File: config.mk
export PLATFORM = sky130hd
export DESIGN_NAME = base64_base32_stream_codec
export DESIGN_NICKNAME = d
export VERILOG_FILES = /design/src/rtl/core/b64b32_pkg.sv /design/src/rtl/core/base64_base32_stream_codec.sv /design/src/rtl/core/b64b32_front.sv /design/src/rtl/core/b64b32_fifo.sv /design/src/rtl/core/b64b32_back.sv
export SDC_FILE = /design/constraint.sdc
export NUM_CORES = 1
export LEC_CHECK = 0
export ABC_CLOCK_PERIOD_IN_PS = 5600
export BUFFER_PORTS_ARGS = -buffer_cell sky130_fd_sc_hd__buf_2
export CAP_MARGIN = 20
export CORE_MARGIN = 4
export CORE_UTILIZATION = 30
export CTS_BUF_LIST = sky130_fd_sc_hd__clkbuf_4 sky130_fd_sc_hd__clkbuf_8
export DETAILED_ROUTE_END_ITERATION = 10
export PLACE_DENSITY = 0.55
export SLEW_MARGIN = 20
export SYNTH_ARGS = -nofsm -noshare
export SYNTH_HDL_FRONTEND = slang
export SYNTH_SLANG_ARGS = --single-unit
File: constraint.sdc
create_clock -name i_clk -period 5.6 [get_ports i_clk]
set_input_delay 0.56 -clock i_clk [delete_from_list [all_inputs] [get_ports i_clk]]
set_output_delay 0.56 -clock i_clk [all_outputs]
set_load 0.01 [all_outputs]
File: src/rtl/core/b64b32_pkg.sv
// Shared types, constants and alphabet functions of the base64/base32 stream codec.
// No dependencies; every other file takes from here by scoped names.
package b64b32_pkg;

    localparam logic [7:0] PAD_CHAR     = 8'h3D;
    localparam logic [7:0] NEWLINE_CHAR = 8'h0A;

    localparam logic [1:0] REG_DECODE_MODE    = 2'd0;
    localparam logic [1:0] REG_RADIX_SELECT   = 2'd1;
    localparam logic [1:0] REG_WRAP_COLUMNS   = 2'd2;
    localparam logic [1:0] REG_IGNORE_GARBAGE = 2'd3;

    localparam logic [15:0] WRAP_RESET = 16'd76;

    localparam logic [1:0] JOB_SYMS  = 2'd0;
    localparam logic [1:0] JOB_FLUSH = 2'd1;
    localparam logic [1:0] JOB_BYTE  = 2'd2;

    localparam int Q_DEPTH = 4;
    localparam int Q_AW    = $clog2(Q_DEPTH);

    typedef struct packed {
        logic        decode_mode;
        logic        radix_select;
        logic [15:0] wrap_columns;
        logic        ignore_garbage;
    } t_cfg;

    typedef struct packed {
        logic [1:0] kind;
        logic [1:0] nsym;
        logic [5:0] sym0;
        logic [5:0] sym1;
        logic [7:0] data;
    } t_job;

    function automatic logic [7:0] symbol_char(input logic [5:0] v, input logic radix);
        logic [5:0] m;
        logic [7:0] c;
        begin
            m = radix ? {1'b0, v[4:0]} : v;
            if (m < 6'd26) begin
                c = 8'h41 + {2'b00, m};
            end else if (radix) begin
                c = 8'h32 + {2'b00, m} - 8'd26;
            end else if (m < 6'd52) begin
                c = 8'h61 + {2'b00, m} - 8'd26;
            end else if (m < 6'd62) begin
                c = 8'h30 + {2'b00, m} - 8'd52;
            end else if (m == 6'd62) begin
                c = 8'h2B;
            end else begin
                c = 8'h2F;
            end
            return c;
        end
    endfunction

    // bit 6 set when the character belongs to the selected alphabet
    function automatic logic [6:0] symbol_value(input logic [7:0] c, input logic radix);
        logic [6:0] r;
        begin
            r = 7'd0;
            if (c >= 8'h41 && c <= 8'h5A) begin
                r = {1'b1, 6'(c - 8'h41)};
            end else if (radix) begin
                if (c >= 8'h32 && c <= 8'h37) r = {1'b1, 6'(c - 8'h32 + 8'd26)};
            end else if (c >= 8'h61 && c <= 8'h7A) begin
                r = {1'b1, 6'(c - 8'h61 + 8'd26)};
            end else if (c >= 8'h30 && c <= 8'h39) begin
                r = {1'b1, 6'(c - 8'h30 + 8'd52)};
            end else if (c == 8'h2B) begin
                r = {1'b1, 6'd62};
            end else if (c == 8'h2F) begin
                r = {1'b1, 6'd63};
            end
            return r;
        end
    endfunction

    function automatic logic [13:0] low_mask(input logic [3:0] n);
        return 14'((15'd1 << n) - 15'd1);
    endfunction

endpackage

File: src/rtl/core/base64_base32_stream_codec.sv
// Streaming base64/base32 encoder and decoder. An input byte is taken in every cycle
// while the four-entry job queue has room; the output sequencer delivers one character
// per cycle while the output is not stalled. An encoded byte yields one to four characters
// (symbols plus newlines), a decoded character at most one byte, and an end-of-stream
// flush any last partial symbol, padding and newline. When encoding, the output limits the rate.
// Depends on b64b32_pkg, b64b32_front, b64b32_fifo and b64b32_back.
module base64_base32_stream_codec (
    input  logic        i_clk,
    input  logic        i_rst_n,
    input  logic        i_cfg_we,
    input  logic [1:0]  i_cfg_index,
    input  logic [15:0] i_cfg_data,
    input  logic        i_in_valid,
    output logic        o_in_stall,
    input  logic [7:0]  i_in_byte,
    input  logic        i_end_of_stream,
    output logic        o_out_valid,
    input  logic        i_out_stall,
    output logic [7:0]  o_out_char,
    output logic        o_last
);

    b64b32_pkg::t_cfg r_cfg;
    logic             w_clear;
    logic             w_push, w_pop, w_full, w_q_valid;
    b64b32_pkg::t_job w_job_in, w_job_out;

    assign w_clear = i_cfg_we && (i_cfg_index == b64b32_pkg::REG_DECODE_MODE
                               || i_cfg_index == b64b32_pkg::REG_RADIX_SELECT);

    always_ff @(posedge i_clk) begin
        if (!i_rst_n) begin
            r_cfg.decode_mode    <= 1'b0;
            r_cfg.radix_select   <= 1'b0;
            r_cfg.wrap_columns   <= b64b32_pkg::WRAP_RESET;
            r_cfg.ignore_garbage <= 1'b0;
        end else if (i_cfg_we) begin
            unique case (i_cfg_index)
                b64b32_pkg::REG_DECODE_MODE:  r_cfg.decode_mode    <= i_cfg_data[0];
                b64b32_pkg::REG_RADIX_SELECT: r_cfg.radix_select   <= i_cfg_data[0];
                b64b32_pkg::REG_WRAP_COLUMNS: r_cfg.wrap_columns   <= i_cfg_data;
                default:                      r_cfg.ignore_garbage <= i_cfg_data[0];
            endcase
        end
    end

    b64b32_front u_front (
        .i_clk           (i_clk),
        .i_rst_n         (i_rst_n),
        .i_cfg           (r_cfg),
        .i_clear         (w_clear),
        .i_in_valid      (i_in_valid),
        .i_in_byte       (i_in_byte),
        .i_end_of_stream (i_end_of_stream),
        .i_q_full        (w_full),
        .o_in_stall      (o_in_stall),
        .o_push          (w_push),
        .o_job           (w_job_in)
    );

    b64b32_fifo u_fifo (
        .i_clk   (i_clk),
        .i_rst_n (i_rst_n),
        .i_push  (w_push),
        .i_job   (w_job_in),
        .i_pop   (w_pop),
        .o_full  (w_full),
        .o_valid (w_q_valid),
        .o_job   (w_job_out)
    );

    b64b32_back u_back (
        .i_clk       (i_clk),
        .i_rst_n     (i_rst_n),
        .i_cfg       (r_cfg),
        .i_clear     (w_clear),
        .i_q_valid   (w_q_valid),
        .i_job       (w_job_out),
        .o_pop       (w_pop),
        .o_out_valid (o_out_valid),
        .i_out_stall (i_out_stall),
        .o_out_char  (o_out_char),
        .o_last      (o_last)
    );

endmodule

File: src/rtl/core/b64b32_front.sv
// Front end: accepts items, packs or unpacks bits and queues output jobs.
// Depends on b64b32_pkg.
module b64b32_front (
    input  logic                  i_clk,
    input  logic                  i_rst_n,
    input  b64b32_pkg::t_cfg      i_cfg,
    input  logic                  i_clear,
    input  logic                  i_in_valid,
    input  logic [7:0]            i_in_byte,
    input  logic                  i_end_of_stream,
    input  logic                  i_q_full,
    output logic                  o_in_stall,
    output logic                  o_push,
    output b64b32_pkg::t_job      o_job
);

    logic [13:0] r_acc, n_acc;
    logic [3:0]  r_cnt, n_cnt;
    logic        r_halted, n_halted;

    logic        w_accept;
    logic [3:0]  w_nbits;
    logic [13:0] w_acc_e;
    logic [3:0]  w_cnt_e, w_c1, w_c2, w_cf;
    logic        w_two;
    logic [6:0]  w_sv;
    logic [13:0] w_acc_d;
    logic [3:0]  w_cd, w_cd2;
    logic        w_ge8;

    assign o_in_stall = i_q_full;
    assign w_accept   = i_in_valid && !i_q_full;

    always_comb begin
        w_nbits = i_cfg.radix_select ? 4'd5 : 4'd6;
        w_acc_e = {r_acc[5:0], i_in_byte};
        w_cnt_e = r_cnt + 4'd8;
        w_c1    = w_cnt_e - w_nbits;
        w_two   = w_c1 >= w_nbits;
        w_c2    = w_c1 - w_nbits;
        w_cf    = w_two ? w_c2 : w_c1;
        w_sv    = b64b32_pkg::symbol_value(i_in_byte, i_cfg.radix_select);
        w_acc_d = 14'(r_acc << w_nbits) | {8'd0, w_sv[5:0]};
        w_cd    = r_cnt + w_nbits;
        w_ge8   = w_cd >= 4'd8;
        w_cd2   = w_cd - 4'd8;
    end

    always_comb begin
        n_acc    = r_acc;
        n_cnt    = r_cnt;
        n_halted = r_halted;
        o_push   = 1'b0;
        o_job    = '0;
        if (i_clear) begin
            n_acc    = '0;
            n_cnt    = '0;
            n_halted = 1'b0;
        end else if (w_accept) begin
            if (!i_cfg.decode_mode) begin
                o_push = 1'b1;
                if (i_end_of_stream) begin
                    o_job.kind = b64b32_pkg::JOB_FLUSH;
                    o_job.nsym = (r_cnt != 4'd0 && r_cnt < w_nbits) ? 2'd1 : 2'd0;
                    o_job.sym0 = 6'(r_acc << (w_nbits - r_cnt));
                    n_acc      = '0;
                    n_cnt      = '0;
                    n_halted   = 1'b0;
                end else begin
                    o_job.kind = b64b32_pkg::JOB_SYMS;
                    o_job.nsym = w_two ? 2'd2 : 2'd1;
                    o_job.sym0 = 6'(w_acc_e >> w_c1);
                    o_job.sym1 = 6'(w_acc_e >> w_c2);
                    n_acc      = w_acc_e & b64b32_pkg::low_mask(w_cf);
                    n_cnt      = w_cf;
                end
            end else if (i_end_of_stream) begin
                n_acc    = '0;
                n_cnt    = '0;
                n_halted = 1'b0;
            end else if (!r_halted) begin
                if (i_in_byte == b64b32_pkg::PAD_CHAR) begin
                    n_halted = 1'b1;
                end else if (w_sv[6]) begin
                    if (w_ge8) begin
                        o_push     = 1'b1;
                        o_job.kind = b64b32_pkg::JOB_BYTE;
                        o_job.data = 8'(w_acc_d >> w_cd2);
                        n_acc      = w_acc_d & b64b32_pkg::low_mask(w_cd2);
                        n_cnt      = w_cd2;
                    end else begin
                        n_acc = w_acc_d;
                        n_cnt = w_cd;
                    end
                end else if (i_in_byte != b64b32_pkg::NEWLINE_CHAR
                             && !i_cfg.ignore_garbage) begin
                    n_halted = 1'b1;
                end
            end
        end
    end

    always_ff @(posedge i_clk) begin
        if (!i_rst_n) begin
            r_acc    <= '0;
            r_cnt    <= '0;
            r_halted <= 1'b0;
        end else begin
            r_acc    <= n_acc;
            r_cnt    <= n_cnt;
            r_halted <= n_halted;
        end
    end

endmodule

File: src/rtl/core/b64b32_fifo.sv
// Job queue between the front end and the output sequencer.
// Depends on b64b32_pkg.
module b64b32_fifo (
    input  logic              i_clk,
    input  logic              i_rst_n,
    input  logic              i_push,
    input  b64b32_pkg::t_job  i_job,
    input  logic              i_pop,
    output logic              o_full,
    output logic              o_valid,
    output b64b32_pkg::t_job  o_job
);

    localparam int AW = b64b32_pkg::Q_AW;

    b64b32_pkg::t_job r_mem [b64b32_pkg::Q_DEPTH];
    logic [AW-1:0]    r_wr, r_rd;
    logic [AW:0]      r_count;
    logic             w_push, w_pop;

    assign o_full  = r_count == (AW+1)'(b64b32_pkg::Q_DEPTH);
    assign o_valid = r_count != '0;
    assign o_job   = r_mem[r_rd];
    assign w_push  = i_push && !o_full;
    assign w_pop   = i_pop && o_valid;

    always_ff @(posedge i_clk) begin
        if (w_push) begin
            r_mem[r_wr] <= i_job;
        end
    end

    always_ff @(posedge i_clk) begin
        if (!i_rst_n) begin
            r_wr    <= '0;
            r_rd    <= '0;
            r_count <= '0;
        end else begin
            if (w_push) r_wr <= r_wr + 1'b1;
            if (w_pop)  r_rd <= r_rd + 1'b1;
            r_count <= r_count + (AW+1)'(w_push) - (AW+1)'(w_pop);
        end
    end

endmodule

File: src/rtl/core/b64b32_back.sv
// Output sequencer: expands queued jobs into characters, wraps lines, pads groups.
// Depends on b64b32_pkg.
module b64b32_back (
    input  logic              i_clk,
    input  logic              i_rst_n,
    input  b64b32_pkg::t_cfg  i_cfg,
    input  logic              i_clear,
    input  logic              i_q_valid,
    input  b64b32_pkg::t_job  i_job,
    output logic              o_pop,
    output logic              o_out_valid,
    input  logic              i_out_stall,
    output logic [7:0]        o_out_char,
    output logic              o_last
);

    localparam logic [2:0] ST_START = 3'd0;
    localparam logic [2:0] ST_SYM   = 3'd1;
    localparam logic [2:0] ST_NL    = 3'd2;
    localparam logic [2:0] ST_PAD   = 3'd3;
    localparam logic [2:0] ST_END   = 3'd4;
    localparam logic [2:0] ST_BYTE  = 3'd5;
    localparam logic [2:0] ST_DONE  = 3'd6;

    logic [2:0]  r_phase, n_phase;
    logic        r_idx, n_idx;
    logic [15:0] r_col, n_col;
    logic [2:0]  r_mod8, n_mod8;
    logic        r_out_valid;
    logic [7:0]  r_out_char;
    logic        r_out_last;

    logic        w_slot, w_adv, w_flush, w_more, w_nl, w_emit, w_last;
    logic [2:0]  w_align, w_eff, w_nxt;
    logic        w_eff_idx;
    logic [15:0] w_col_inc, w_col_w;
    logic [2:0]  w_mod8_w;
    logic [7:0]  w_char;

    function automatic logic [2:0] next_step(input logic is_flush, input logic more,
                                             input logic [15:0] col,
                                             input logic [2:0] mod8,
                                             input logic [2:0] align);
        logic [2:0] s;
        begin
            if (more) begin
                s = ST_SYM;
            end else if (is_flush && (mod8 & align) != 3'd0) begin
                s = ST_PAD;
            end else if (is_flush && col != 16'd0) begin
                s = ST_END;
            end else begin
                s = ST_DONE;
            end
            return s;
        end
    endfunction

    assign w_slot  = !r_out_valid || !i_out_stall;
    assign w_adv   = i_q_valid && w_slot;
    assign w_flush = i_job.kind == b64b32_pkg::JOB_FLUSH;
    assign w_align = i_cfg.radix_select ? 3'd7 : 3'd3;

    always_comb begin
        if (r_phase == ST_START) begin
            w_eff_idx = 1'b0;
            if (i_job.kind == b64b32_pkg::JOB_BYTE) begin
                w_eff = ST_BYTE;
            end else if (i_job.nsym != 2'd0) begin
                w_eff = ST_SYM;
            end else begin
                w_eff = next_step(w_flush, 1'b0, r_col, r_mod8, w_align);
            end
        end else begin
            w_eff_idx = r_idx;
            w_eff     = r_phase;
        end
        w_more    = !w_eff_idx && i_job.nsym == 2'd2;
        w_col_inc = r_col + 16'd1;
        w_nl      = i_cfg.wrap_columns != 16'd0 && w_col_inc == i_cfg.wrap_columns;
        w_col_w   = (i_cfg.wrap_columns == 16'd0) ? r_col : (w_nl ? 16'd0 : w_col_inc);
        w_mod8_w  = r_mod8 + 3'd1;
    end

    always_comb begin
        n_phase = r_phase;
        n_idx   = r_idx;
        n_col   = r_col;
        n_mod8  = r_mod8;
        w_emit  = 1'b0;
        w_last  = 1'b0;
        w_char  = b64b32_pkg::NEWLINE_CHAR;
        w_nxt   = ST_DONE;
        if (i_clear) begin
            n_phase = ST_START;
            n_idx   = 1'b0;
            n_col   = '0;
            n_mod8  = '0;
        end else if (w_adv) begin
            unique case (w_eff)
                ST_SYM, ST_PAD: begin
                    w_emit = 1'b1;
                    w_char = (w_eff == ST_SYM)
                           ? b64b32_pkg::symbol_char(w_eff_idx ? i_job.sym1 : i_job.sym0,
                                                     i_cfg.radix_select)
                           : b64b32_pkg::PAD_CHAR;
                    n_col  = w_col_w;
                    n_mod8 = w_mod8_w;
                    n_idx  = w_eff_idx;
                    w_nxt  = next_step(w_flush, (w_eff == ST_SYM) && w_more,
                                       w_col_w, w_mod8_w, w_align);
                    if (w_nl) begin
                        n_phase = ST_NL;
                    end else begin
                        w_last = w_nxt == ST_DONE;
                    end
                end
                ST_NL: begin
                    w_emit = 1'b1;
                    w_nxt  = next_step(w_flush, w_more, r_col, r_mod8, w_align);
                    w_last = w_nxt == ST_DONE;
                end
                ST_END: begin
                    w_emit = 1'b1;
                    w_last = 1'b1;
                end
                ST_BYTE: begin
                    w_emit = 1'b1;
                    w_char = i_job.data;
                    w_last = 1'b1;
                end
                default: begin
                    w_last = 1'b1;
                end
            endcase
            if (!(w_eff == ST_SYM || w_eff == ST_PAD) || !w_nl) begin
                if (w_last) begin
                    n_phase = ST_START;
                    n_idx   = 1'b0;
                    if (w_flush) begin
                        n_col  = '0;
                        n_mod8 = '0;
                    end
                end else if (w_nxt == ST_SYM) begin
                    n_phase = ST_SYM;
                    n_idx   = 1'b1;
                end else begin
                    n_phase = w_nxt;
                end
            end
        end
    end

    assign o_pop       = w_adv && !i_clear && w_last;
    assign o_out_valid = r_out_valid;
    assign o_out_char  = r_out_char;
    assign o_last      = r_out_last;

    always_ff @(posedge i_clk) begin
        if (!i_rst_n) begin
            r_phase     <= ST_START;
            r_idx       <= 1'b0;
            r_col       <= '0;
            r_mod8      <= '0;
            r_out_valid <= 1'b0;
        end else begin
            r_phase <= n_phase;
            r_idx   <= n_idx;
            r_col   <= n_col;
            r_mod8  <= n_mod8;
            if (w_slot) begin
                r_out_valid <= w_emit;
            end
        end
    end

    always_ff @(posedge i_clk) begin
        if (w_slot && w_emit) begin
            r_out_char <= w_char;
            r_out_last <= w_last;
        end
    end

endmodule
---- Word level (Yosys, flattened, before mapping) ----
Memories as Yosys holds them, arrays and structs flattened. A register that Yosys moved wholly into a read port is not among the register bits.
Index checks and enable logic that the tools add are counted.
storage, ports and cells
  bits in registers ....................... 78
  latch bits .............................. 0
  memory bits (writable) .................. 96
  ROM bits ................................ 0
  bits of input ports ..................... 32
  word-level logic and storage cells ...... 275
  memories ................................ 1
memories
  memory        words  bits a word  rd ports  clocked after Yosys merged registers in  write ports  RTL line           source
  u_fifo.r_mem  4      24           1         1                                        1            b64b32_fifo.sv:16  b64b32_pkg::t_job r_mem [b64b32_pkg::Q_DEPTH];
operators by class
  add/subtract/negate cells ............... 28
  $mul .................................... 0
  div/mod/pow operators ................... 0
  magnitude comparators ................... 14
  eq/ne operators ......................... 23
  shift operators ......................... 7
  muxes and demuxes ....................... 118
  bitwise gates (word level) .............. 8
  reductions and logical operators ........ 59
operators by type and width
  cell                     number
  $mux W14                 8
  $mux W16                 6
  $mux W8                  11
  $mux W3                  26
  $mux W7                  7
  $mux W24                 2
  $reduce_bool A16 Y1      3
  $mux W4                  8
  $mux W1                  31
  $and A14 B14 Y14         2
  $shl A1 B4 Y14 const A   2
  $shr A14 B4 Y6           2
  $sub A14 B1 Y14 const B  2
  $eq A8 B6 Y1 const B     3
  $mux W2                  12
  $logic_and A1 B1 Y1      21
  $mux W6                  3
  $sub A6 B6 Y6 const B    3
  $add A16 B1 Y16 const B  1
  $add A7 B6 Y8 const A    2
  $eq A16 B16 Y1           1
  $ge A8 B6 Y1 const B     2
  $ge A8 B7 Y1 const B     2
  $le A8 B6 Y1 const B     2
  53 further kinds         95

---- Logic depth before layout (Yosys ltp) ----
  word-level depth ........................ 25
  depth in mapped cells ................... 18
  gate-level depth less buffers ........... 18

---- Cells and area by module ----
A second synthesis with hierarchy kept.
second synthesis, totals
  cell total of the unflattened synthesis .. 1308
  area, all modules ....................... 12231.7 um^2
modules (own cells, without submodules)
  module                      instances  cells an instance  area each (um^2)  sequential area each (um^2)
  b64b32_fifo                 1          174                3995.1            3062.9
  b64b32_front                1          582                3977.6            280.3
  b64b32_back                 1          469                3448.3            750.7
  base64_base32_stream_codec  1          83                 810.8             380.4

---- Least setup slack after synthesis ----
OpenSTA, ideal clock, no wires.
  kind .................................... flip-flop to flip-flop
  from .................................... reg r_cfg[17] (netlist name)
  to ...................................... reg u_front.r_acc[6]
  library setup time ...................... 0.071 ns
  data arrival time ....................... 4.648 ns
  setup slack ............................. 0.881 ns
  cell stages (with the launch flop) ...... 19
  path buffers ............................ 3
  period minus slack after synthesis ...... 4.719 ns
  cell sequence ........................... dfxtp_1 -> clkbuf_1 -> inv_1 -> clkbuf_1 -> ha_1 -> ha_1 -> fa_1 -> xnor2_1 -> nor2_1 -> mux2i_1 -> a21boi_0 -> nand3_1 -> ha_1 -> clkbuf_1 -> or3_1 -> a21boi_0 -> o211a_1 -> o21ai_0 -> a21oi_1
between the ends
  cells in the longest elaborated chain, start to end .. 12
  elaborated cells on any way between the ends .. 27
  those cells by class .................... add/sub (6); order compare (2); eq/ne (1); shift (3); mux (11); bitwise (3); reduce/logical (1)
ends and longest elaborated chain
  what                  RTL line                          source
  from (decl)           base64_base32_stream_codec.sv:23  b64b32_pkg::t_cfg r_cfg;
  $mux W2               b64b32_front.sv:35                w_nbits = i_cfg.radix_select ? 4'd5 : 4'd6;
  $add A4 B4 Y4         b64b32_front.sv:44                w_cd = r_cnt + w_nbits;
  $sub A4 B4 Y4         b64b32_front.sv:46                w_cd2 = w_cd - 4'd8;
  $shl A1 B4 Y14        b64b32_pkg.sv:82                  return 14'((15'd1 << n) - 15'd1);
  $sub A14 B1 Y14       b64b32_pkg.sv:82
  $and A14 B14 Y14      b64b32_front.sv:89                n_acc = w_acc_d & b64b32_pkg::low_mask(w_cd2);
  $mux W14              b64b32_front.sv:85                if (w_ge8) begin
  $mux W14              b64b32_front.sv:84                end else if (w_sv[6]) begin
  $mux W14              b64b32_front.sv:82                if (i_in_byte == b64b32_pkg::PAD_CHAR) begin
  $mux W14              b64b32_front.sv:81                end else if (!r_halted) begin
  $mux W14              b64b32_front.sv:77                end else if (i_end_of_stream) begin
  $mux W14              b64b32_front.sv:60                if (!i_cfg.decode_mode) begin
  to (signal assigned)  b64b32_front.sv:109               r_acc <= n_acc;
  to (decl)             b64b32_front.sv:17                logic [13:0] r_acc, n_acc;
Parallel ways exist; a longest one is shown, timed or not. The select of a mux whose other input is x is not followed.
A chain may end at the register's enable or synchronous reset.

---- Worst setup path after layout ----
  from .................................... reg u_back.r_col[0]
  to ...................................... reg u_fifo.r_count[2]
between the ends
  cells in the longest elaborated chain, start to end .. 23
  elaborated cells on any way between the ends .. 40
  those cells by class .................... add/sub (2); eq/ne (6); mux (23); reduce/logical (9)
ends and longest elaborated chain
  what                                                           RTL line                                                   source
  from (decl)                                                    b64b32_back.sv:27                                          logic [15:0] r_col, n_col;
  from (signal assigned)                                         b64b32_back.sv:169                                         r_col <= n_col;
  $add A16 B1 Y16 / $reduce_bool A16 Y1 (equally long branches)  b64b32_back.sv:79, b64b32_back.sv:50
  $eq A16 B16 Y1 / $logic_and A1 B1 Y1 (equally long branches)   b64b32_back.sv:80, b64b32_back.sv:50
  $logic_and A1 B1 Y1 / $mux W2 (equally long branches)          b64b32_back.sv:80, b64b32_back.sv:50
  $mux W16 / $mux W3 (equally long branches)                     b64b32_back.sv:81, b64b32_back.sv:48
  $mux W16 / $mux W3 (equally long branches)                     b64b32_back.sv:81, b64b32_back.sv:69
  $reduce_bool A16 Y1 / $mux W3 (equally long branches)          b64b32_back.sv:50, b64b32_back.sv:67
  $logic_and A1 B1 Y1 / $mux W3 (equally long branches)          b64b32_back.sv:50, b64b32_back.sv:65
  $mux W2 / $eq A3 B1 Y1 (equally long branches)                 b64b32_back.sv:50, b64b32_back.sv:100, b64b32_back.sv:110
  [8 not listed]                                                 n/a
  $mux W1 (*)                                                    b64b32_back.sv:99                                          end else if (w_adv) begin
  $mux W1 (*)                                                    b64b32_back.sv:94                                          if (i_clear) begin
  $mux W1 (*)                                                    b64b32_back.sv:99
  $mux W1 (*)                                                    b64b32_back.sv:94
  $logic_and A1 B1 Y1 (*)                                        b64b32_back.sv:154                                         assign o_pop = w_adv && !i_clear && w_last;
  $logic_and A1 B1 Y1 (*)                                        b64b32_fifo.sv:25                                          assign w_pop = i_pop && o_valid;
  via u_fifo.w_pop                                               b64b32_fifo.sv:19                                          logic w_push, w_pop;
  $sub A3 B1 Y3 (*)                                              b64b32_fifo.sv:41                                          r_count <= r_count + (AW+1)'(w_push) - (AW+1)'(w_pop);
  to (signal assigned)                                           b64b32_fifo.sv:41
  to (decl)                                                      b64b32_fifo.sv:18                                          logic [AW:0] r_count;
Mark *: on every way through the listed nets, which the timed path passes. The rest lies on a longest branch. The select of a mux whose other input is x is not followed.

==> results.json <==
{
  "antenna_found_initial": 0,
  "worst-r2r-cell-count": 18,
  "ys_seq_area_share_pct": 37.8,
  "synth-warning-count": 0,
  "via_per_inst": 5.46,
  "route.met3.wl_um": 1710,
  "ys.flop_type": "edfxtp_1",
  "rsz0062_at_grt": "false",
  "required_ps": 5980,
  "synth_top_cell_by_area": "edfxtp_1",
  "antenna_cells": 0,
  "post-route-min-period_ps": 4910,
  "crit_fanout": 8,
  "gr-total-overflow": 0,
  "drt_wl_total_um": 33300,
  "io_pins": 43,
  "worst_slack_ps": 691,
  "p_leak_nw": 4.64,
  "nFillCells": 4027,
  "drcViolationCount": 0,
  "netlist_top_cells_area": "edfxtp_1, dfxtp_1, mux4_2",
  "syn_area_um2": 11800,
  "grt_util_all_layers_pct": 15.7,
  "clock-sinks": 171,
  "first_iter_violations": 900,
  "synth_common_cells": "nand2_1, nor2_1, edfxtp_1",
  "grt_pass1_wl_um": 53400,
  "dr_wl_met2_um": 15400,
  "place_congestion": 0.895,
  "die_area_um2": 42700,
  "first_global_vias": 9466,
  "areaGrowthSynthToFinish_pct": 9.98,
  "drv_cap": 0,
  "cts_tree": "built",
  "cts_resized": 0,
  "period_share_pct": 87.7,
  "ys_ff_latch": 171,
  "hold_slack_ps": 301,
  "syn_nets": 1352,
  "core_area_um2": 38800,
  "synth-edff-count": 105,
  "start_util_pct": 30.5,
  "min_path_cells": 3,
  "hold_violations": 0,
  "layout-drive-gt1-share_pct": 13.9,
  "netlist_instances": 1268,
  "clock_latency_ps": 470,
  "final_antenna_net_count": 0,
  "die_y_um": 207,
  "root_buffer": "clkbuf_8",
  "status": "completed",
  "avgRoutedWirePerCell_um": 18.4,
  "top_layer_used": "met4",
  "grt_max_degree": 54,
  "timing.fmax_mhz": 204,
  "synth_cell_types": 89,
  "rows": 72,
  "cts_hold_repair.buffers": 0,
  "critPathLaunchType": "flip-flop",
  "firstDrtPassIters": 5,
  "hp-class": "in2reg",
  "path_class": "reg2reg",
  "crit_path_end_kind": "flip-flop",
  "h-tree-depth": 4,
  "clkSlewWorstSetupHoldPaths_ps": 110,
  "instances_no_fill": 1810,
  "postSynth.asyncResetShare_pct": 0,
  "nets": 1363,
  "dr_total_vias": 9879,
  "setup_viol_count_final": 0,
  "wl_met1_um": 15200,
  "drv_slew": 0,
  "synth_most_common_cell": "nand2_1",
  "dp_cells": 1778,
  "fin_setup_tns_ps": 0,
  "syn_area_per_cell_um2": 9.34,
  "io_buffers": 42,
  "cts_setup_buffers": 0,
  "cts_buffers": 17,
  "vdd_drop_max_uv": 193,
  "powerDensity_nw_per_um2": 368,
  "tightest_slew_ps": 1120,
  "dp_worst_setup_slack_ps": 759,
  "die_x_um": 207,
  "cp.arrival_ps": 5290,
  "maxSlewHeadroom_pct": 24.6,
  "synth_top_area_share_pct": 26.6,
  "place_hpwl_um": 24500,
  "skew_ps": 22.1,
  "clock_path_buffers": 2
}
## metal layers
metal  vias to the layer above  global-route usage (%)
met2                       300                    25.5
met4                         0                    4.94
met3                        49                    2.05
met1                      4816                    21.8
li1                       4714                       -
met5                         -                       0
## cell families after synthesis
group	after synthesis	share of synthesized area (%)
flops	171	37.8
compound gates	329	19.0
xor+xnor	66	4.88
mux	78	10.2
buf+inv	126	4.16
fa+ha+maj	52	5.75
simple gates	446	18.2
## final timing paths
check | start | to | slack (ps)
min reg2reg | u_fifo.r_rd[1]$_SDFFE_PN0P_ | u_fifo.r_rd[1]$_SDFFE_PN0P_ | 490
max | u_back.r_col[0]$_SDFFE_PP0P_ | u_fifo.r_count[2]$_SDFF_PN0_ | 690
min | i_cfg_data[6] | r_cfg[7]$_SDFFE_PN1P_ | 300
max reg2reg | u_back.r_col[0]$_SDFFE_PP0P_ | u_fifo.r_count[2]$_SDFF_PN0_ | 690
## where the power goes
group	internal, mW	switching [mW]	leakage [nW]
clock	0.377	0.540	0.195
combinational	0.867	1.41	2.89
sequential	1.49	0.108	1.55
## critical path: stages (launching register included)
cell,delay [ps]
dfxtp_1,450
ha_1,350
nand3_1,320
nor4_1,890
xor2_1,130
o41ai_1,310
nand4_1,200
o31ai_2,270
a31oi_1,200
buf_4,200
nor2_2,190
ha_1,260
inv_1,50
ha_1,120
inv_1,50
fa_1,400
xnor2_1,150
xnor2_1,120
and2_1,150
## cell type report
cell class	instances	area (um2)	share of cell area, %
Tap cell	518	648	4.98
Clock buffer	17	234	1.80
Multi-Input combinational cell	971	6870	52.8
Timing Repair Buffer	73	443	3.40
Sequential cell	171	4480	34.4
Clock inverter	15	175	1.35
Inverter	45	169	1.30
## flip-flops by register name (all words and copies together) (netlist names), named ones only
| register | cells |
|---|---|
| u_fifo.r_mem | 96 |
| r_cfg | 19 |
| u_back.r_col | 16 |
| u_front.r_acc | 9 |
| u_back.o_out_char | 8 |
| u_front.r_cnt | 4 |
| u_back.r_mod8 | 3 |
| u_back.r_phase | 3 |
| u_fifo.r_count | 3 |
| u_fifo.r_rd | 2 |
| u_fifo.r_wr | 2 |
| u_back.o_last | 1 |
| u_back.o_out_valid | 1 |
| u_back.r_idx | 1 |
| u_front.r_halted | 1 |
## per-stage QoR
step	area, um2	util [%]	power [mW]
after floorplan	11800	-	3.26
after global placement	12600	32.5	3.88
after detailed placement	12600	32.5	3.89
after CTS	13000	33.5	4.81
after global routing	13000	33.5	5.14
final	13000	33.5	4.79
## placed cells by master, fill, tap and decap left out, drive strengths merged, types with 9 or more instances in the layout
master and n:
buf 73, a21oi 75, xnor2 45, nand4 9, a21o 9, dfxtp 66, o211ai 10, and2 19
xor2 21, nand2b 12, mux2 10, and3 12, nor3 30, nor2 124, o21ai 70, edfxtp 105
nor2b 24, a31oi 23, a211oi 27, clkbuf 17, mux4 33, nand3 35, o221ai 9, ha 48
mux2i 35, a21boi 20, a22oi 9, nand2 135, inv 51
(Power assumes the default switching activity.)
